$ cat config.mk
export PLATFORM = sky130hd
export DESIGN_NAME = dsp_hbw_front_flat
export DESIGN_NICKNAME = d
export VERILOG_FILES = /design/src/rtl/dsp_host_bus_window_top_assert.svh /design/src/rtl/dsp_hbw_pkg.sv /design/src/rtl/dsp_hbw_if.sv /design/src/rtl/dsp_hbw_front.sv /design/src/flat_wrapper.sv
export SDC_FILE = /design/constraint.sdc
export NUM_CORES = 1
export LEC_CHECK = 0
export BUFFER_PORTS_ARGS = -buffer_cell sky130_fd_sc_hd__buf_4
export CORE_ASPECT_RATIO = 1.2
export CORE_MARGIN = 2
export CORE_UTILIZATION = 38
export DETAILED_ROUTE_END_ITERATION = 10
export GPL_TIMING_DRIVEN = 1
export PLACE_DENSITY = 0.95
export REMOVE_ABC_BUFFERS = 1
export SLEW_MARGIN = 5
export SYNTH_ARGS = -nofsm -noshare
export SYNTH_HDL_FRONTEND = slang
export SYNTH_SLANG_ARGS = --single-unit
$ cat constraint.sdc
create_clock -name vclk -period 3.6
set_clock_uncertainty 0.1 [all_clocks]
set_input_delay 0.36 -clock vclk [all_inputs]
set_output_delay 0.36 -clock vclk [all_outputs]
set_load 0.005 [all_outputs]
$ cat src/rtl/dsp_host_bus_window_top_assert.svh
// dsp_host_bus_window_top_assert.svh: assertion macros for the bus window RTL.
// Included by modules that carry concurrent assertions; no other dependency.
`ifndef DSP_HOST_BUS_WINDOW_TOP_ASSERT_SVH
`define DSP_HOST_BUS_WINDOW_TOP_ASSERT_SVH

// Same-cycle implication, disabled during reset.
`define HBW_ASSERT_NOW(label, clk, rst_n, ante, cons) \
    label: assert property (@(posedge clk) disable iff (!(rst_n)) (ante) |-> (cons)) \
        else $error("bus window assertion failed");

// Next-cycle implication, disabled during reset.
`define HBW_ASSERT_NEXT(label, clk, rst_n, ante, cons) \
    label: assert property (@(posedge clk) disable iff (!(rst_n)) (ante) |=> (cons)) \
        else $error("bus window assertion failed");

`endif

$ cat src/rtl/dsp_hbw_pkg.sv
// dsp_hbw_pkg.sv: types, address constants and decode helpers of the bus window.
// No dependencies.
package dsp_hbw_pkg;

    localparam int ADDR_W = 24;
    localparam int DATA_W = 16;
    localparam int IDX_W  = 16;

    localparam int QPTR_W  = 1;
    localparam int Q_DEPTH = 1 << QPTR_W;

    localparam logic [ADDR_W-1:0] WIN_MASK   = 24'hfe0000;
    localparam logic [ADDR_W-1:0] WIN_BASE   = 24'h300000;
    localparam logic [ADDR_W-1:0] BANK_MASK  = 24'hff0000;
    localparam logic [ADDR_W-1:0] VIEW1_BASE = 24'h390000;
    localparam logic [ADDR_W-1:0] VIEW2_BASE = 24'h3a0000;
    localparam logic [ADDR_W-1:0] MBX_MASK   = 24'hfffff0;
    localparam logic [ADDR_W-1:0] MBX_BASE   = 24'ha15000;
    localparam logic [ADDR_W-1:0] MBX_XCHG1  = 24'ha15002;
    localparam logic [ADDR_W-1:0] WAKE06_ADR = 24'h30fe06;
    localparam logic [ADDR_W-1:0] WAKE08_ADR = 24'h30fe08;

    localparam logic [3:0] MBX_SEL_XCHG0 = 4'h0;
    localparam logic [3:0] MBX_SEL_XCHG1 = 4'h2;
    localparam logic [3:0] MBX_SEL_STAT  = 4'h4;

    localparam logic [22:0] VIEW1_KEEP = 23'h7001;
    localparam logic [22:0] VIEW2_KEEP = 23'h7801;

    typedef enum logic [1:0] {
        ACT_READ    = 2'd0,
        ACT_WRITE   = 2'd1,
        ACT_STAT_LD = 2'd2,
        ACT_RSVD    = 2'd3
    } t_action;

    typedef enum logic [2:0] {
        OP_NONE,
        OP_DRAM_RD,
        OP_DRAM_WR,
        OP_XCHG_RD,
        OP_STAT_RD,
        OP_XCHG_WR,
        OP_STAT_LD
    } t_op;

    typedef struct packed {
        t_op               op;
        logic [IDX_W-1:0]  idx;
        logic [DATA_W-1:0] data;
        logic              wake06;
        logic              wake08;
        logic              unh;
    } t_cmd;

    // Cell arrange view one, w = byte address >> 1.
    function automatic logic [IDX_W-1:0] view1_idx(input logic [22:0] w);
        logic [22:0] r;
        r = (w & VIEW1_KEEP) | ((w & 23'h3e) << 6) | ((w & 23'hfc0) >> 5);
        return r[IDX_W-1:0];
    endfunction

    // Cell arrange view two.
    function automatic logic [IDX_W-1:0] view2_idx(input logic [22:0] w);
        logic [22:0] r;
        r = (w & VIEW2_KEEP) | ((w & 23'h1e) << 6) | ((w & 23'h7e0) >> 4);
        return r[IDX_W-1:0];
    endfunction

endpackage

$ cat src/rtl/dsp_hbw_if.sv
// dsp_hbw_if.sv: valid/ready channel interfaces for bus accesses and results.
// Depends on dsp_hbw_pkg.
interface dsp_hbw_in_if import dsp_hbw_pkg::*; ();
    logic              valid;
    logic              ready;
    logic [1:0]        action;
    logic [ADDR_W-1:0] address;
    logic [DATA_W-1:0] write_data;

    modport source (output valid, action, address, write_data, input ready);
    modport sink   (input valid, action, address, write_data, output ready);
endinterface


$ cat src/rtl/dsp_hbw_front.sv
// dsp_hbw_front.sv: accepts host accesses and decodes them into commands.
// Depends on dsp_hbw_pkg and dsp_hbw_if.
module dsp_hbw_front import dsp_hbw_pkg::*; #(
    parameter int DRAM_WORDS = 65536
) (
    dsp_hbw_in_if.sink i_in,
    input  logic       i_q_full,
    output logic       o_push,
    output t_cmd       o_cmd
);

    localparam logic [IDX_W:0] WORDS = (IDX_W+1)'(DRAM_WORDS);

    logic [22:0]      w;
    logic [IDX_W-1:0] raw_idx;
    logic [IDX_W:0]   ext_idx;
    logic             in_win, in_v1, in_v2, in_mbx;

    assign w       = i_in.address[ADDR_W-1:1];
    assign in_win  = (i_in.address & WIN_MASK)  == WIN_BASE;
    assign in_v1   = (i_in.address & BANK_MASK) == VIEW1_BASE;
    assign in_v2   = (i_in.address & BANK_MASK) == VIEW2_BASE;
    assign in_mbx  = (i_in.address & MBX_MASK)  == MBX_BASE;

    assign i_in.ready = !i_q_full;
    assign o_push     = i_in.valid && !i_q_full;

    always_comb begin
        if (in_win) begin
            raw_idx = i_in.address[16:1];
        end else if (in_v1) begin
            raw_idx = view1_idx(w);
        end else begin
            raw_idx = view2_idx(w);
        end
    end

    // one compare and subtract wraps an index that stays below twice the depth
    assign ext_idx = {1'b0, raw_idx};

    always_comb begin
        o_cmd.op     = OP_NONE;
        o_cmd.idx    = (ext_idx >= WORDS) ? IDX_W'(ext_idx - WORDS) : raw_idx;
        o_cmd.data   = i_in.write_data;
        o_cmd.wake06 = 1'b0;
        o_cmd.wake08 = 1'b0;
        o_cmd.unh    = 1'b0;
        case (t_action'(i_in.action))
            ACT_READ: begin
                if (in_win || in_v1 || in_v2) begin
                    o_cmd.op = OP_DRAM_RD;
                end else if (in_mbx) begin
                    if (i_in.address[3:0] == MBX_SEL_XCHG0 ||
                        i_in.address[3:0] == MBX_SEL_XCHG1) begin
                        o_cmd.op = OP_XCHG_RD;
                    end else if (i_in.address[3:0] == MBX_SEL_STAT) begin
                        o_cmd.op = OP_STAT_RD;
                    end
                end else begin
                    o_cmd.unh = 1'b1;
                end
            end
            ACT_WRITE: begin
                if (in_win) begin
                    o_cmd.op = OP_DRAM_WR;
                end else if (in_mbx) begin
                    if (i_in.address == MBX_BASE || i_in.address == MBX_XCHG1) begin
                        o_cmd.op = OP_XCHG_WR;
                    end
                end else begin
                    o_cmd.unh = 1'b1;
                end
                o_cmd.wake06 = (i_in.address == WAKE06_ADR) && (i_in.write_data != '0);
                o_cmd.wake08 = (i_in.address == WAKE08_ADR) && (i_in.write_data != '0);
            end
            ACT_STAT_LD: begin
                o_cmd.op = OP_STAT_LD;
            end
            default: begin
                o_cmd.op = OP_NONE;
            end
        endcase
    end

endmodule

$ cat src/flat_wrapper.sv
// flat-port wrapper written by rule: the top's interface ports become plain ports
module dsp_hbw_front_flat import dsp_hbw_pkg::*;
#(
    parameter int DRAM_WORDS = 65536
)
  (i_q_full, o_push, o_cmd, i_in_valid, i_in_action, i_in_address, i_in_write_data, i_in_ready);
  dsp_hbw_in_if i_in_i ();
  input  logic i_q_full;
  output logic o_push;
  output t_cmd o_cmd;
  input wire logic [$bits(i_in_i.valid)-1:0] i_in_valid;
  input wire logic [$bits(i_in_i.action)-1:0] i_in_action;
  input wire logic [$bits(i_in_i.address)-1:0] i_in_address;
  input wire logic [$bits(i_in_i.write_data)-1:0] i_in_write_data;
  output wire logic [$bits(i_in_i.ready)-1:0] i_in_ready;
  assign i_in_i.valid = i_in_valid;
  assign i_in_i.action = i_in_action;
  assign i_in_i.address = i_in_address;
  assign i_in_i.write_data = i_in_write_data;
  assign i_in_ready = i_in_i.ready;
  dsp_hbw_front #(.DRAM_WORDS(DRAM_WORDS)) u_core (.i_in(i_in_i), .i_q_full(i_q_full), .o_push(o_push), .o_cmd(o_cmd));
endmodule
==> impl_metrics.csv <==
group,metric,value,unit
cells_and_area,n_antenna_cell,0,
detailed_routing,detail-route-antenna-nets,0,
sta,fmax,0.382,GHz
placement,io_buffers,84,
cells_and_area,stdcell_count,184,
worst_setup_path,cp.arrival,2.16,ns
min_path,min_to,"o_cmd[3]",
sta,rsz0062_at_grt,"no",
min_path,hold_path_class,"input port to output port",
detailed_routing,vias,1072,
cells_and_area,multi_input_area,542,um^2
clock_tree,cts_setup_buffers,0,
floorplanning,core,1830,um^2
worst_setup_path,cp-end-kind,"output port",
logic_synthesis,ys_types,36,
detailed_routing,vias_per_cell,5.83,
grt,grt_pass1_wl,4.28,mm
grt,grt_pass1_vias,1027,
sta,tns,0,ns
logic_synthesis,synth_top_family_by_area,"simple AND/OR/NAND/NOR gates",
sta,fin_crit_sh,72.7,%
cells_and_area,design.seq.count,0,
floorplanning,start_util,39.7,%
detailed_routing,post_drt_wl_per_cell,15.3,um
sta,period_minus_slack,2.62,ns
power_and_ir_drop,power,125,uW
grt,gr-max-usage-layer,"met2",
cells_and_area,nFillCells,157,
sta,slew_headroom,70.7,%
floorplanning,die_x,43.9,um
cells_and_area,clockBufferCount,0,
floorplanning,die_area,2280,um^2
placement,dp.cells,184,
logic_synthesis,syn_area,726,um^2
worst_setup_path,path_class,"input port to output port",
clock_tree,cts_resized,0,
grt,overflow,0,
worst_setup_path,startpoint_type,"input port",
min_path,holdCritStartpoint,"i_in_write_data[0]",
grt,grtUsageMet1,26.5,%
cells_and_area,drive_gt1_share,58.8,%
logic_synthesis,netlist_instances,104,
placement,dp_hpwl,2.41,mm
worst_setup_path,worst-path-max-fanout,10,
grt,grt_use_met2,47.3,%
detailed_routing,wl,2.82,mm
power_and_ir_drop,power_density,102,nW/um^2
worst_setup_path,crit_start,"i_in_address[22]",
flow_run,cap_viol_max_count,0,
worst_setup_path,critPathRequiredTime,3.14,ns
logic_synthesis,synthAdderAreaFrac,0,%
grt,antenna_found_initial,0,
logic_synthesis,yosysSeqAreaShare,0,%
detailed_routing,drt_pass1_iterations,4,
cells_and_area,regArea,0,um^2
min_path,min_delay_path_depth,2,
logic_synthesis,ys_warn_count,0,
power_and_ir_drop,peakVddDrop,0.0000568,V
logic_synthesis,syn_area_per_cell,6.98,um^2
logic_synthesis,yosys.area_share.simple,39.1,%
floorplanning,pin_count,84,
placement,place_congestion,0.818,
sta,setup_viol,0,
sta,hold_viol,0,
logic_synthesis,synth_compound_area_share,26.6,%
cells_and_area,nNetsFinal,211,
run_status,status,"finished, final reports clean",
floorplanning,die_h,51.9,um
cells_and_area,area_growth,67.9,%
clock_tree,ctsHoldBuffers,0,
power_and_ir_drop,p_leak,0.599,nW
logic_synthesis,synth_xor_area_share,1.21,%
grt,met3_usage,2.43,%
detailed_routing,dr.first_iter.drc_count,24,
logic_synthesis,synth_mux_area_share,7.76,%
grt,grt_max_degree,13,
sta,tightestPinTransition,0.437,ns
detailed_routing,drc,0,
sta,slew_viol_final,0,
grt,grt_usage,23.6,%
floorplanning,num_rows,17,
## cells in the mapped netlist (all sizes together)
library cell / number / area [um^2]
buf: 23 / 165
nand2: 7 / 26.3
a22o: 6 / 52.6
nor3: 6 / 30.0
nor4: 6 / 37.5
a21o: 5 / 37.5
mux2: 5 / 56.3
o2bb2ai: 5 / 43.8
nand2b: 4 / 25.0
nor2: 4 / 15.0
a22oi: 3 / 27.5
inv: 3 / 11.3
nor4b: 3 / 26.3
or3: 3 / 25.0
nand3: 2 / 10.0
nand4: 2 / 12.5
o21ai: 2 / 10.0
or4: 2 / 18.8
a21oi: 1 / 5.00
a31o: 1 / 8.76
and3: 1 / 6.26
and3b: 1 / 8.76
and4: 1 / 8.76
clkbuf: 1 / 3.75
clkinv: 1 / 3.75
nand3b: 1 / 7.51
nor2b: 1 / 6.26
o31ai: 1 / 7.51
or2: 1 / 6.26
or4b: 1 / 13.8
xor2: 1 / 8.76
## layout by cell type (no fill, tap or decap)
cell type,Yosys,layout
nand3b_1,1,1
nor2_1,4,4
nor2b_1,1,1
and4_1,1,1
and3b_1,1,1
a31o_2,1,1
nand4_1,2,2
or3_2,1,1
o21ai_0,2,2
mux2_2,5,5
or3_1,1,1
a22oi_1,2,2
buf_4,20,85
xor2_1,1,1
o31ai_1,1,1
nand2b_1,4,4
inv_1,3,3
or4_1,1,1
o2bb2ai_1,5,5
nor3_1,6,6
and3_1,1,1
or3_4,1,1
a21oi_1,1,1
nand3_1,2,2
a22oi_2,1,1
clkinv_1,1,1
a21o_1,5,5
or4_4,1,1
a22o_1,6,6
nor4_1,6,6
or4b_4,1,1
or2_2,1,1
nand2_1,7,7
nor4b_1,3,3
## worst max-delay path, cell delays in order
cell	delay (ns)
buf_4	0.11
or4b_4	0.56
nor3_1	0.37
buf_4	0.26
mux2_2	0.35
buf_4	0.14
## through the flow
step	hold WS, ns	worst slack [ns]	area (um^2)	util [%]
after floorplan	0.620	1.03	557	-
after global placement	0.797	1.03	1220	66.6
after detailed placement	0.799	1.02	1220	66.6
after CTS	0.799	1.01	1220	66.6
after global routing	0.803	0.907	1220	66.6
final	0.798	0.983	1220	66.6
## kinds of logic after synthesis
group                  count (synthesis)
AO/OA/AOI/OAI                         24
XOR/XNOR                               1
buffers and inverters                 28
multiplexers                           5
AND/OR/NAND/NOR                       46
## worst max-delay path by stage
stage | to | slack, ns | depth (start not counted)
after floorplan | o_cmd[26] | 1.03 | 3
after global placement | o_cmd[27] | 1.03 | 6
after detailed placement | o_cmd[30] | 1.02 | 6
after CTS | o_cmd[30] | 1.01 | 6
after global routing | o_cmd[30] | 0.91 | 6
final | o_cmd[27] | 0.98 | 6
## layer usage
metal / vias up / part of all wire (%) / wire (um)
met4: 0 / 0.43 / 12
met5: - / 0 / 0
met2: 68 / 55 / 1540
met1: 505 / 36 / 1030
met3: 2 / 8.4 / 236
li1: 497 / - / -
## where the power goes
group	switching [mW]	internal [mW]	total, mW
Clock	0	0	0
Combinational	0.0492	0.0754	0.125
Sequential	0	0	0
## area by class of cell
type               count  area share [%]
repair buffers        85            52.4
well taps             19            1.95
multi-input cells     76            44.5
inverters              4            1.23
No activity file was read; power rests on OpenSTA's default activity.
