<file path="config.mk">
export PLATFORM = sky130hd
export DESIGN_NAME = dsp_hbw_fifo
export DESIGN_NICKNAME = d
export VERILOG_FILES = /design/src/rtl/dsp_hbw_pkg.sv /design/src/rtl/dsp_hbw_fifo.sv
export VERILOG_INCLUDE_DIRS = /design/src /design/src/rtl
export SDC_FILE = /design/constraint.sdc
export NUM_CORES = 1
export LEC_CHECK = 0
export ABC_AREA = 1
export BUFFER_PORTS_ARGS = -buffer_cell sky130_fd_sc_hd__buf_2
export CAP_MARGIN = 20
export CORE_MARGIN = 1
export CORE_UTILIZATION = 40
export CTS_BUF_LIST = sky130_fd_sc_hd__clkbuf_16
export DETAILED_ROUTE_END_ITERATION = 10
export PLACE_DENSITY = 0.65
export RECOVER_POWER = 50
export REMOVE_ABC_BUFFERS = 1
export SETUP_SLACK_MARGIN = 0.2
export SLEW_MARGIN = 15
export SYNTH_ARGS = -nofsm -noshare
export SYNTH_HDL_FRONTEND = slang
export SYNTH_SLANG_ARGS = --single-unit
export TNS_END_PERCENT = 20
</file>
<file path="constraint.sdc">
create_clock -name i_clk -period 2.6 [get_ports i_clk]
set_input_delay 0.39 -clock i_clk [delete_from_list [all_inputs] [get_ports i_clk]]
set_output_delay 0.39 -clock i_clk [all_outputs]
set_load 0.01 [all_outputs]
</file>
<file path="src/rtl/dsp_host_bus_window_top_assert.svh">
// dsp_host_bus_window_top_assert.svh: assertion macros for the bus window RTL.
// Included by modules that carry concurrent assertions; no other dependency.
`ifndef DSP_HOST_BUS_WINDOW_TOP_ASSERT_SVH
`define DSP_HOST_BUS_WINDOW_TOP_ASSERT_SVH

// Same-cycle implication, disabled during reset.
`define HBW_ASSERT_NOW(label, clk, rst_n, ante, cons) \
    label: assert property (@(posedge clk) disable iff (!(rst_n)) (ante) |-> (cons)) \
        else $error("bus window assertion failed");

// Next-cycle implication, disabled during reset.
`define HBW_ASSERT_NEXT(label, clk, rst_n, ante, cons) \
    label: assert property (@(posedge clk) disable iff (!(rst_n)) (ante) |=> (cons)) \
        else $error("bus window assertion failed");

`endif

</file>
<file path="src/rtl/dsp_hbw_pkg.sv">
// dsp_hbw_pkg.sv: types, address constants and decode helpers of the bus window.
// No dependencies.
package dsp_hbw_pkg;

    localparam int ADDR_W = 24;
    localparam int DATA_W = 16;
    localparam int IDX_W  = 16;

    localparam int QPTR_W  = 1;
    localparam int Q_DEPTH = 1 << QPTR_W;

    localparam logic [ADDR_W-1:0] WIN_MASK   = 24'hfe0000;
    localparam logic [ADDR_W-1:0] WIN_BASE   = 24'h300000;
    localparam logic [ADDR_W-1:0] BANK_MASK  = 24'hff0000;
    localparam logic [ADDR_W-1:0] VIEW1_BASE = 24'h390000;
    localparam logic [ADDR_W-1:0] VIEW2_BASE = 24'h3a0000;
    localparam logic [ADDR_W-1:0] MBX_MASK   = 24'hfffff0;
    localparam logic [ADDR_W-1:0] MBX_BASE   = 24'ha15000;
    localparam logic [ADDR_W-1:0] MBX_XCHG1  = 24'ha15002;
    localparam logic [ADDR_W-1:0] WAKE06_ADR = 24'h30fe06;
    localparam logic [ADDR_W-1:0] WAKE08_ADR = 24'h30fe08;

    localparam logic [3:0] MBX_SEL_XCHG0 = 4'h0;
    localparam logic [3:0] MBX_SEL_XCHG1 = 4'h2;
    localparam logic [3:0] MBX_SEL_STAT  = 4'h4;

    localparam logic [22:0] VIEW1_KEEP = 23'h7001;
    localparam logic [22:0] VIEW2_KEEP = 23'h7801;

    typedef enum logic [1:0] {
        ACT_READ    = 2'd0,
        ACT_WRITE   = 2'd1,
        ACT_STAT_LD = 2'd2,
        ACT_RSVD    = 2'd3
    } t_action;

    typedef enum logic [2:0] {
        OP_NONE,
        OP_DRAM_RD,
        OP_DRAM_WR,
        OP_XCHG_RD,
        OP_STAT_RD,
        OP_XCHG_WR,
        OP_STAT_LD
    } t_op;

    typedef struct packed {
        t_op               op;
        logic [IDX_W-1:0]  idx;
        logic [DATA_W-1:0] data;
        logic              wake06;
        logic              wake08;
        logic              unh;
    } t_cmd;

    // Cell arrange view one, w = byte address >> 1.
    function automatic logic [IDX_W-1:0] view1_idx(input logic [22:0] w);
        logic [22:0] r;
        r = (w & VIEW1_KEEP) | ((w & 23'h3e) << 6) | ((w & 23'hfc0) >> 5);
        return r[IDX_W-1:0];
    endfunction

    // Cell arrange view two.
    function automatic logic [IDX_W-1:0] view2_idx(input logic [22:0] w);
        logic [22:0] r;
        r = (w & VIEW2_KEEP) | ((w & 23'h1e) << 6) | ((w & 23'h7e0) >> 4);
        return r[IDX_W-1:0];
    endfunction

endpackage

</file>
<file path="src/rtl/dsp_hbw_fifo.sv">
// dsp_hbw_fifo.sv: short command queue between decode and execute.
// Depends on dsp_hbw_pkg and the assertion macro header.
`include "dsp_host_bus_window_top_assert.svh"

module dsp_hbw_fifo import dsp_hbw_pkg::*; (
    input  logic i_clk,
    input  logic i_rst_n,
    input  logic i_push,
    input  t_cmd i_cmd,
    output logic o_full,
    output logic o_valid,
    input  logic i_pop,
    output t_cmd o_cmd
);

    t_cmd              r_mem [Q_DEPTH];
    logic [QPTR_W-1:0] r_wp, r_rp;
    logic [QPTR_W:0]   r_cnt, n_cnt;

    assign o_full  = r_cnt == (QPTR_W+1)'(Q_DEPTH);
    assign o_valid = r_cnt != '0;
    assign o_cmd   = r_mem[r_rp];

    always_comb begin
        n_cnt = r_cnt;
        if (i_push && !i_pop) begin
            n_cnt = r_cnt + 1'b1;
        end else if (!i_push && i_pop) begin
            n_cnt = r_cnt - 1'b1;
        end
    end

    always_ff @(posedge i_clk) begin
        if (!i_rst_n) begin
            r_wp  <= '0;
            r_rp  <= '0;
            r_cnt <= '0;
        end else begin
            r_cnt <= n_cnt;
            if (i_push) begin
                r_wp <= r_wp + 1'b1;
            end
            if (i_pop) begin
                r_rp <= r_rp + 1'b1;
            end
        end
    end

    always_ff @(posedge i_clk) begin
        if (i_push) begin
            r_mem[r_wp] <= i_cmd;
        end
    end

    `HBW_ASSERT_NOW(a_cnt_range, i_clk, i_rst_n, 1'b1, r_cnt <= (QPTR_W+1)'(Q_DEPTH))
    `HBW_ASSERT_NOW(a_no_overflow, i_clk, i_rst_n, i_push, !o_full)
    `HBW_ASSERT_NOW(a_no_underflow, i_clk, i_rst_n, i_pop, o_valid)

endmodule

</file>
==> impl_results.md, run 1 <==
* IR drop worst, VDD at between 0.3 and 0.4 mV
* Max incr delay on CP at 0.76 ns
* Final min period at 2.07 ns
* Setup violations, final at 0
* Max Cap Violations at 0
* Fill cells at just over 600
* Fin nets at between 200 and 300
* Status: finished, final reports clean
* CTS tree: done
* Area growth from synthesis to layout at 25.1%
* Worst Setup Start Kind: flip-flop
* Clk buf depth at 2
* Worst-path clk slew at 0.06 ns
* Total track usage at 0.124
* Worst r2r dst: r_mem[0][26]$_DFFE_PP_
* R2r setup slk at 0.53 ns
* RR Startpoint: r_wp$_SDFFE_PN0P_
* Post-synth top area share at 0.748
* Count of input and output buffers at 81
* Post-CTS setup buffer count at 0
* Die area at about 8000 sq um
* CP Data Arrival Time at a little over 2 ns
* Worst R2R Path Depth at 2
* DRC viols at 0
* Post-cts sizing count at 0
* CTS buffer count at 9
* Pwr dens at around 760 nW/um^2
* Max-slew violation count at 0
* Placer Congestion at between 0.6 and 0.7
* RSZ-0062 raised after global routing: no
* LEAKAGE at between 0.001 and 0.0015 uW
* Most frequent cells in the layout: edfxtp_1, buf_2, mux2_4
* Fin Hold WS at between 0.2 and 0.3 ns
* 1st-iter DRT viols at 16
* Worst Skew at around 0.0018 ns
* CP required at approximately 2.6 ns
* Share of layout cells above drive strength 1 at 0.478
* Wirelength per Cell at about 13 um
* Post-Syn Area at a little over 3000 sq um
* Peak Freq at ~480 MHz
* Initial Utilization at 0.416
* Core footprint at roughly 7300 sq um
* Ys Warns at 0
* Sink Count at 81
* Post-layout util at 0.521
* Rows at 31
* Leading area contributor after synthesis: edfxtp_1
* Period utilisation layout at 0.797
* Critical path class: reg -> reg
* GR Overflow Total at 0
* Top-level I/O count at 82
* CTS Root Cell: clkbuf_16
* Final wirelength at approximately 4.7 mm
* CP endpoint kind: flip-flop
* H-Tree Depth at 3
* Critical path, cell by cell: nor2_1 -> clkbuf_2
* Yosys reg bits at just over 80
* First-pass GRT wire length at just over 7 mm
* Slew headroom at 0.455
* Worst Path Max Fanout at 30
* Antenna violations before repair at 0
* Largest net degree at the start of global routing at 39
* Hold_buf cts at 0
* Post-DRT Antenna Nets at 0
* CP startpoint: r_wp$_SDFFE_PN0P_
* Vias at between 1500 and 2000
* Placed Instances at 332
* Final Hold Vio Count at 0
* End point of the critical path: r_mem[0][26]$_DFFE_PP_
* Final std cells w/o fill at roughly 350
* DRT Pass-1 Iters at 4
* Hpwl dp at ~3.0 mm
* Hold WC Path Type: in -> reg
* Post-Syn Instances at between 150 and 200
* Worst-Skew Late Latency at between 0.3 and 0.4 ns
* Synthesized area per cell at 19.9 sq um
* Fin Setup TNS at 0 ns
* Die height at 89.3 um
* Synth top area cells: edfxtp_1, mux2_4, mux2_2
* Worst slew pin tran at approximately 0.82 ns
* Seq/Total Area, Yosys at 0.781
* Vias per cell at 4.53
* Commonest non-fill, non-tap cell in the layout: edfxtp_1
* CP max stage cell: clkbuf_2
* Antenna cell count at 0
* Number of global-route vias before repair at 1589
* Die span in x at 89.3 um
* Synth unique cells at 14
flip-flops by register name, indices dropped and copies added, names as in the netlist, named ones only:
register,count
r_cnt,2
r_rp,1
r_mem,76
r_wp,1
critical path, delay by kind of cell, from the launching register on:
family	cells	cell delay, ns
and+or+nand+nor	1	0.60
DFF	1	0.32
buffers and inverters	1	0.76
metrics by stage:
| stage | total power [uW] | area [sq um] | setup slack (ns) |
|---|---|---|---|
| final | 2900 | 3820 | 0.529 |
| after global routing | 3020 | 3820 | 0.358 |
| after CTS | 2950 | 3860 | 0.511 |
| after detailed placement | 1850 | 3600 | 0.863 |
| after global placement | 1840 | 3600 | 0.867 |
| after floorplan | 1720 | 3010 | 0.136 |
layer usage:
metal / up-vias / global-route usage / routed length, um
met5: - / 0 / 0
met4: 0 / 0.0649 / 79
met3: 9 / 0.0379 / 287
met2: 63 / 0.207 / 2190
met1: 745 / 0.146 / 2120
li1: 758 / - / -
layout make-up:
cell class | instances | area (sq um) | share of cell area
clock inverter | 7 | 38.8 | 0.0102
inverter | 8 | 30.0 | 0.00786
timing repair buffer | 84 | 417 | 0.109
multi-input combinational | 60 | 601 | 0.157
sequential | 81 | 2380 | 0.624
tap | 99 | 124 | 0.0324
clock buffer | 9 | 225 | 0.0590
where the power goes:
group | internal, uW | switching (uW)
registers | 1510 | 23.5
logic | 138 | 136
clock network | 633 | 458
synth_stat cells (all sizes together):
| library cell | instances |
|---|---|
| nand4 | 1 |
| dfxtp | 5 |
| buf | 4 |
| ha | 1 |
| a21oi | 1 |
| nand2 | 9 |
| inv | 8 |
| nand3 | 1 |
| edfxtp | 76 |
| mux2 | 38 |
| nor2 | 8 |
| o21ai | 1 |
cells by family (layout without fill, tap and decap cells):
group           count (synthesis)  after routing  share of synthesized area
mux                            38             38                      0.165
simple gates                   19             19                     0.0246
buf+inv                        12            108                     0.0225
compound gates                  2              2                    0.00328
flops                          81             81                      0.781
fa+ha+maj                       1              1                    0.00410
how the worst min path moves through the flow:
stage | start | endpoint | cells after the start
3_5_place_dp | r_rp$_SDFFE_PN0P_ | r_rp$_SDFFE_PN0P_ | 2
4_1_cts | i_cmd[1] | r_mem[1][1]$_DFFE_PP_ | 1
6_report | i_cmd[1] | r_mem[1][1]$_DFFE_PP_ | 1
2_1_floorplan | r_rp$_SDFFE_PN0P_ | flip-flop | 2
5_1_grt | i_cmd[18] | r_mem[0][18]$_DFFE_PP_ | 1
3_3_place_gp | r_rp$_SDFFE_PN0P_ | r_rp$_SDFFE_PN0P_ | 2
No activity file was read; power rests on OpenSTA's default activity.
==> run 2: changes to the inputs <==
--- a/config.mk
+++ b/config.mk
@@ -13,7 +13,7 @@
 export CORE_UTILIZATION = 40
 export CTS_BUF_LIST = sky130_fd_sc_hd__clkbuf_16
 export DETAILED_ROUTE_END_ITERATION = 10
-export PLACE_DENSITY = 0.65
+export PLACE_DENSITY = 0.63
 export RECOVER_POWER = 50
 export REMOVE_ABC_BUFFERS = 1
 export SETUP_SLACK_MARGIN = 0.2
==> constraint.sdc (replaced) <==
create_clock -name i_clk -period 2.1 [get_ports i_clk]
set_input_delay 0.315 -clock i_clk [delete_from_list [all_inputs] [get_ports i_clk]]
set_output_delay 0.315 -clock i_clk [all_outputs]
set_load 0.01 [all_outputs]
==> run 2 against run 1 <==
- clock skew is 0.0030 ns higher
- largest cell class unchanged
- utilization is 1.3 points higher
- first-iteration DRC count is 130% higher
- wire length is 6.0% higher
- flip-flop and latch count stayed put
- critical endpoint is now o_cmd[24]
- via count is 0.44% lower
==> impl_results.md, run 2 (same netlist as run 1, synthesis figures left out) <==
* Placed Instances at 334 (was 332)
* Fin nets at 289 (was 287)
* Core footprint at 7330 sq um (unchanged)
* Rows at 31 (unchanged)
* Most frequent cells in the layout: edfxtp_1, buf_2, mux2_4 (unchanged)
* Max Cap Violations at 0 (unchanged)
* Hpwl dp at 3.32 mm (was 3.03 mm)
* Critical path class: reg -> out (was reg -> reg)
* Antenna cell count at 0 (unchanged)
* Top reg by flops: r_mem (unchanged)
* Largest net degree at the start of global routing at 30 (was 39)
* Largest regs: r_mem (76), r_cnt (2) (unchanged)
* Max-slew violation count at 0 (unchanged)
* Hold WC Path Type: in -> reg (unchanged)
* DP Worst Slack at 0.624 ns (was 0.863 ns)
* Status: finished, final reports clean (unchanged)
* Commonest non-fill, non-tap cell in the layout: edfxtp_1 (unchanged)
* Post-layout util at 0.534 (was 0.521)
* Initial Utilization at 0.416 (unchanged)
* Antenna violations before repair at 0 (unchanged)
* Final wirelength at 4.96 mm (was 4.68 mm)
* Final min period at 1.82 ns
* Share of layout cells above drive strength 1 at 0.502 (was 0.478)
* Peak Freq at about 550 MHz
* Top-level I/O count at 82 (unchanged)
* Post-CTS setup buffer count at 0 (unchanged)
* GR Overflow Total at 0 (unchanged)
* Max incr delay on CP at 0.38 ns (was 0.76 ns)
* First-pass GRT wire length at 7.08 mm (was 7.07 mm)
* CP required at 1.78 ns (was 2.55 ns)
* Pwr dens at 1020 nW/um^2 (was 759 nW/um^2)
* Die height at 89.3 um (unchanged)
* Fill cells at 611 (was 621)
* CTS buffer count at 9 (unchanged)
* LEAKAGE at 0.00155 uW (was 0.00148 uW)
* Final std cells w/o fill at 350 (was 348)
* Slew headroom at 0.350 (was 0.455)
* Placer Congestion at 0.664 (was 0.690)
* CP Data Arrival Time at 1.50 ns (was 2.02 ns)
* H-Tree Depth at 3 (unchanged)
* Hold_buf cts at 0 (unchanged)
* Count of input and output buffers at 81 (unchanged)
* Area growth from synthesis to layout at 28.4% (was 25.1%)
* Critical path, cell by cell: buf_4 -> mux2_2 -> buf_2 (was nor2_1 -> clkbuf_2)
* CP top delay family: buffers and inverters (unchanged)
* Worst-path clk slew at 0.06 ns (about the same)
* Post-DRT Antenna Nets at 0 (unchanged)
* DRC viols at 0 (unchanged)
* Max reg flops at 76 (unchanged)
* Worst slew pin tran at 0.971 ns (was 0.818 ns)
* Worst-Skew Late Latency at 0.33 ns (was 0.32 ns)
* Critical path buffers and inverters at 2 (was 1)
* CTS Root Cell: clkbuf_16 (unchanged)
* 1st-iter DRT viols at 37 (was 16)
* Vias at 1568 (was 1575)
* CP max stage cell: mux2_2 (was clkbuf_2)
* RSZ-0062 raised after global routing: no (unchanged)
* Total track usage at 0.129 (was 0.124)
* Wirelength per Cell at 14.2 um (was 13.4 um)
* Power Total at 4000 uW (was 2900 uW)
* Clk buf depth at 2 (unchanged)
* CP endpoint kind: primary output (was flip-flop)
* Vias per cell at 4.48 (was 4.53)
* Period utilisation layout at 0.866
* Number of global-route vias before repair at 1484 (was 1589)
* Worst Setup Start Kind: flip-flop (unchanged)
* Worst Path Max Fanout at 21 (was 30)
* Post-cts sizing count at 0 (unchanged)
* IR drop worst, VDD at 0.438 mV (was 0.366 mV)
* Sink Count at 81 (unchanged)
* Final Hold Vio Count at 0 (unchanged)
* CTS tree: done (unchanged)
* Setup slack after layout at 0.282 ns (was 0.529 ns)
* Die area at 7980 sq um (unchanged)
* DRT Pass-1 Iters at 3 (was 4)
* Die span in x at 89.3 um (unchanged)
* Setup violations, final at 0 (unchanged)
* Worst Skew at 0.00484 ns (was 0.00180 ns)
run 2: cell types whose count changed in the layout (fill, tap and decap cells not counted), sizes merged:
cell      previous run  this run
clkbuf              27        23
clkinvlp             3         1
bufinv               0         3
buf                 66        72
clkinv               3         1
inv                  9        10
run 2: layout make-up:
| class | count | area, sq um | area share |
|---|---|---|---|
| clock buffers | 9 | 225 | 0.0575 |
| clock inverters | 7 | 119 | 0.0303 |
| inverters | 8 | 30.0 | 0.00767 |
| multi-input cells | 60 | 601 | 0.153 |
| flip-flops and latches | 81 | 2380 | 0.608 |
| well taps | 99 | 124 | 0.0316 |
| repair buffers | 86 | 435 | 0.111 |
run 2: worst register-to-register path, stage by stage (launching register included):
cell     delay (ns)
dfxtp_1        0.32
nor2_1         0.75
buf_12         0.30
run 2: through the flow:
step           cell area (sq um)  hold slack, ns  setup TNS (ns)
4_1_cts                     3950           0.154               0
3_3_place_gp                3600           0.479               0
3_5_place_dp                3600           0.484               0
5_1_grt                     3920           0.159               0
6_report                    3920           0.171               0
2_1_floorplan               3010           0.414          -11.42
run 2: metal layers:
metal  vias up  global-route usage  share of wire
met1       741               0.148           0.42
met5         -                   0              0
met3         8              0.0397          0.070
met4         0              0.0952          0.024
met2        54               0.205           0.48
li1        765                   -              -
run 2: report_power, final:
group	switching, uW	internal, uW	total, uW
Sequential	22.1	1860	1890
Combinational	179	176	355
Clock	597	1160	1760
Total	798	3200	4000
run 2: path summary, 6_finish.rpt:
kind                                          endpoint              start  slack [ns]  depth (start not counted)
worst min-delay path            r_mem[1][15]$_DFFE_PP_          i_cmd[15]        0.17                          1
worst max-delay path                         o_cmd[24]          flip-flop        0.28                          3
worst max register to register  r_mem[0][18]$_DFFE_PP_  r_wp$_SDFFE_PN0P_        0.42                          2
worst min register to register       r_rp$_SDFFE_PN0P_  r_rp$_SDFFE_PN0P_        0.50                          2
==> run 3: changes to the inputs <==
--- a/config.mk
+++ b/config.mk
@@ -10,10 +10,10 @@
 export BUFFER_PORTS_ARGS = -buffer_cell sky130_fd_sc_hd__buf_2
 export CAP_MARGIN = 20
 export CORE_MARGIN = 1
-export CORE_UTILIZATION = 40
+export CORE_UTILIZATION = 45
 export CTS_BUF_LIST = sky130_fd_sc_hd__clkbuf_16
 export DETAILED_ROUTE_END_ITERATION = 10
-export PLACE_DENSITY = 0.63
+export PLACE_DENSITY = 0.69
 export RECOVER_POWER = 50
 export REMOVE_ABC_BUFFERS = 1
 export SETUP_SLACK_MARGIN = 0.2
==> run 3 against run 2 <==
- the flow now finishes with violations (design-rule violations)
- first-iteration DRC count is 86% higher
- flip-flop and latch count is the same
- sequential share of layout area is 0.36 points lower
- critical path depth is the same
- highest routed layer unchanged
- critical path type unchanged
==> impl_results.md, run 3 (same netlist as run 1, synthesis figures left out) <==
* Antenna violations before repair at 0 (unchanged)
* Top reg by flops: r_mem (unchanged)
* Post-DRT Antenna Nets at 0 (unchanged)
* Design area at 3950 sq um (was 3920 sq um)
* Hold WC Path Type: in -> reg (unchanged)
* Total track usage at 0.147 (was 0.129)
* Wirelength per Cell at 15.3 um (was 14.2 um)
* Initial Utilization at 0.472 (was 0.416)
* Hold_sp: i_cmd[7] (was i_cmd[15])
* IR drop worst, VDD at 0.464 mV (was 0.438 mV)
* Period utilisation layout at 0.868 (was 0.866)
* DRT Pass-1 Iters at 7 (was 3)
* Die span in x at 84.4 um (was 89.3 um)
* Sink Count at 81 (unchanged)
* CTS tree: done (unchanged)
* Hpwl dp at 3.25 mm (was 3.32 mm)
* Pwr dens at 1050 nW/um^2 (was 1020 nW/um^2)
* Area after DPL at 3580 sq um (was 3600 sq um)
* LEAKAGE at 0.00154 uW (was 0.00155 uW)
* Die height at 84.4 um (was 89.3 um)
* CP endpoint kind: primary output (unchanged)
* Commonest non-fill, non-tap cell in the layout: edfxtp_1 (unchanged)
* Fin nets at 289 (unchanged)
* Vias per cell at 4.88 (was 4.48)
* Vias at 1599 (was 1568)
* CP required at 1.78 ns (about the same)
* Worst-Skew Late Latency at 0.33 ns (about the same)
* Max Used Layer: met4 (unchanged)
* Antenna cell count at 0 (unchanged)
* Violations in the final reports: design-rule violations
* CTS Root Cell: clkbuf_16 (unchanged)
* Worst Skew at 0.00602 ns (was 0.00484 ns)
* H-Tree Depth at 3 (unchanged)
* Setup slack after layout at 0.277 ns (was 0.282 ns)
* Hold_buf cts at 0 (unchanged)
* Switching Share at 0.193 (was 0.199)
* GR Overflow Total at 0 (unchanged)
* Slew headroom at 0.596 (was 0.350)
* Worst Setup Start Kind: flip-flop (unchanged)
* DP Worst Slack at 0.437 ns (was 0.624 ns)
* RSZ-0062 raised after global routing: no (unchanged)
* Rows at 29 (was 31)
* Met3 Wirelength at 303 um (was 346 um)
* Area growth from synthesis to layout at 29.3% (was 28.4%)
* Most frequent cells in the layout: edfxtp_1, buf_2, mux2_4, clkbuf_1, mux2_2 (was edfxtp_1, buf_2, mux2_4)
* Largest regs: r_mem (76), r_cnt (2) (unchanged)
* Share of layout cells above drive strength 1 at 0.482 (was 0.502)
* Max-slew violation count at 0 (unchanged)
* M1 WL at 2.09 mm (was 2.10 mm)
* Status: finished, violations left (was finished, final reports clean)
* 1st-iter DRT viols at 69 (was 37)
* Max Cap Violations at 0 (unchanged)
* Number of global-route vias before repair at 1560 (was 1484)
* CP Data Arrival Time at 1.51 ns (was 1.50 ns)
* NetSw at 797 uW (was 798 uW)
* Max reg flops at 76 (unchanged)
* Final wirelength at 5.02 mm (was 4.96 mm)
* RR Startpoint: r_wp$_SDFFE_PN0P_ (unchanged)
* First-pass GRT wire length at 7.56 mm (was 7.08 mm)
* P_int at 3330 uW (was 3200 uW)
* Worst-path clk slew at 0.06 ns (about the same)
* Core footprint at 6460 sq um (was 7330 sq um)
* Comb pwr share at 0.087 (was 0.089)
* Largest net degree at the start of global routing at 29 (was 30)
* Worst slew pin tran at 0.606 ns (was 0.971 ns)
* Placer Congestion at 0.649 (was 0.664)
* Top-level I/O count at 82 (unchanged)
* Die area at 7110 sq um (was 7980 sq um)
* Final Hold Vio Count at 0 (unchanged)
* Worst Path Max Fanout at 14 (was 21)
* CTS buffer count at 9 (unchanged)
* Peak Freq at 549 MHz (was 550 MHz)
* Count of input and output buffers at 81 (unchanged)
* Critical path class: reg -> out (unchanged)
* Routed wl met2 at 2.60 mm (was 2.39 mm)
* DRC viols at 12 (was 0)
* Setup violations, final at 0 (unchanged)
* Clk buf depth at 2 (unchanged)
* R2r setup slk at 0.47 ns (was 0.42 ns)
* Final min period at 1.82 ns (about the same)
* Seq pwr share at 0.460 (was 0.472)
* Fill cells at 507 (was 611)
* Clock power share at 0.454 (was 0.440)
-- run 3: changes by cell type in the layout (fill, tap and decap cells not counted), moves of 2 or more --
cell	change
clkbuf_1	+6
buf_4	-2
inv_1	-2
buf_2	-6
clkinv_1	+2
-- run 3: routing by layer --
metal	track usage	up-vias
met1	0.165	778
met3	0.0570	4
met5	0	-
met2	0.251	53
met4	0.0601	0
li1	-	764
-- run 3: final timing paths --
check	endpoint	depth (start not counted)
worst min-delay path	r_mem[0][7]$_DFFE_PP_	1
worst min register to register	flip-flop	2
worst max register to register	r_mem[0][5]$_DFFE_PP_	2
worst max-delay path	o_cmd[2]	3
-- run 3: worst max-delay path, cell delays in order, from the launching register on --
cell and delay (ns):
dfxtp_4 0.49, clkbuf_16 0.25, mux2_4 0.31, buf_2 0.14
-- run 3: what timing repair did --
item                                    4_1_cts  5_1_grt
setup buffers                                 0        0
pin swaps                                     0        0
cloned                                        0        1
endpoints found under the setup margin       28       12
gates resized for setup                       1        0
-- run 3: through the flow --
step,TNS (ns),power (uW),hold slack [ns],std cells,utilization
detailed placement,0,2290,0.482,311,0.554
global route,0,4260,0.158,328,0.611
floorplan,-11.42,2130,0.414,149,-
global placement,0,2280,0.476,311,0.554
finish,0,4130,0.176,328,0.611
CTS,0,4170,0.162,327,0.611
-- run 3: layout make-up --
cell class / count / area (sq um) / area share
flip-flops and latches: 81 / 2390 / 0.605
clock inverters: 7 / 141 / 0.0358
multi-input cells: 60 / 608 / 0.154
well taps: 77 / 96.3 / 0.0244
clock buffers: 9 / 225 / 0.0571
inverters: 8 / 30.0 / 0.00761
repair buffers: 86 / 458 / 0.116
-- run 3: power groups by stage --
stage                     Clock (uW)  Sequential (uW)  Combinational (uW)
after detailed placement           0             1930                 363
final                           1870             1900                 357
after CTS                       1910             1890                 364
after global routing            1970             1900                 387
after global placement             0             1920                 355
after floorplan                    0             1940                 194
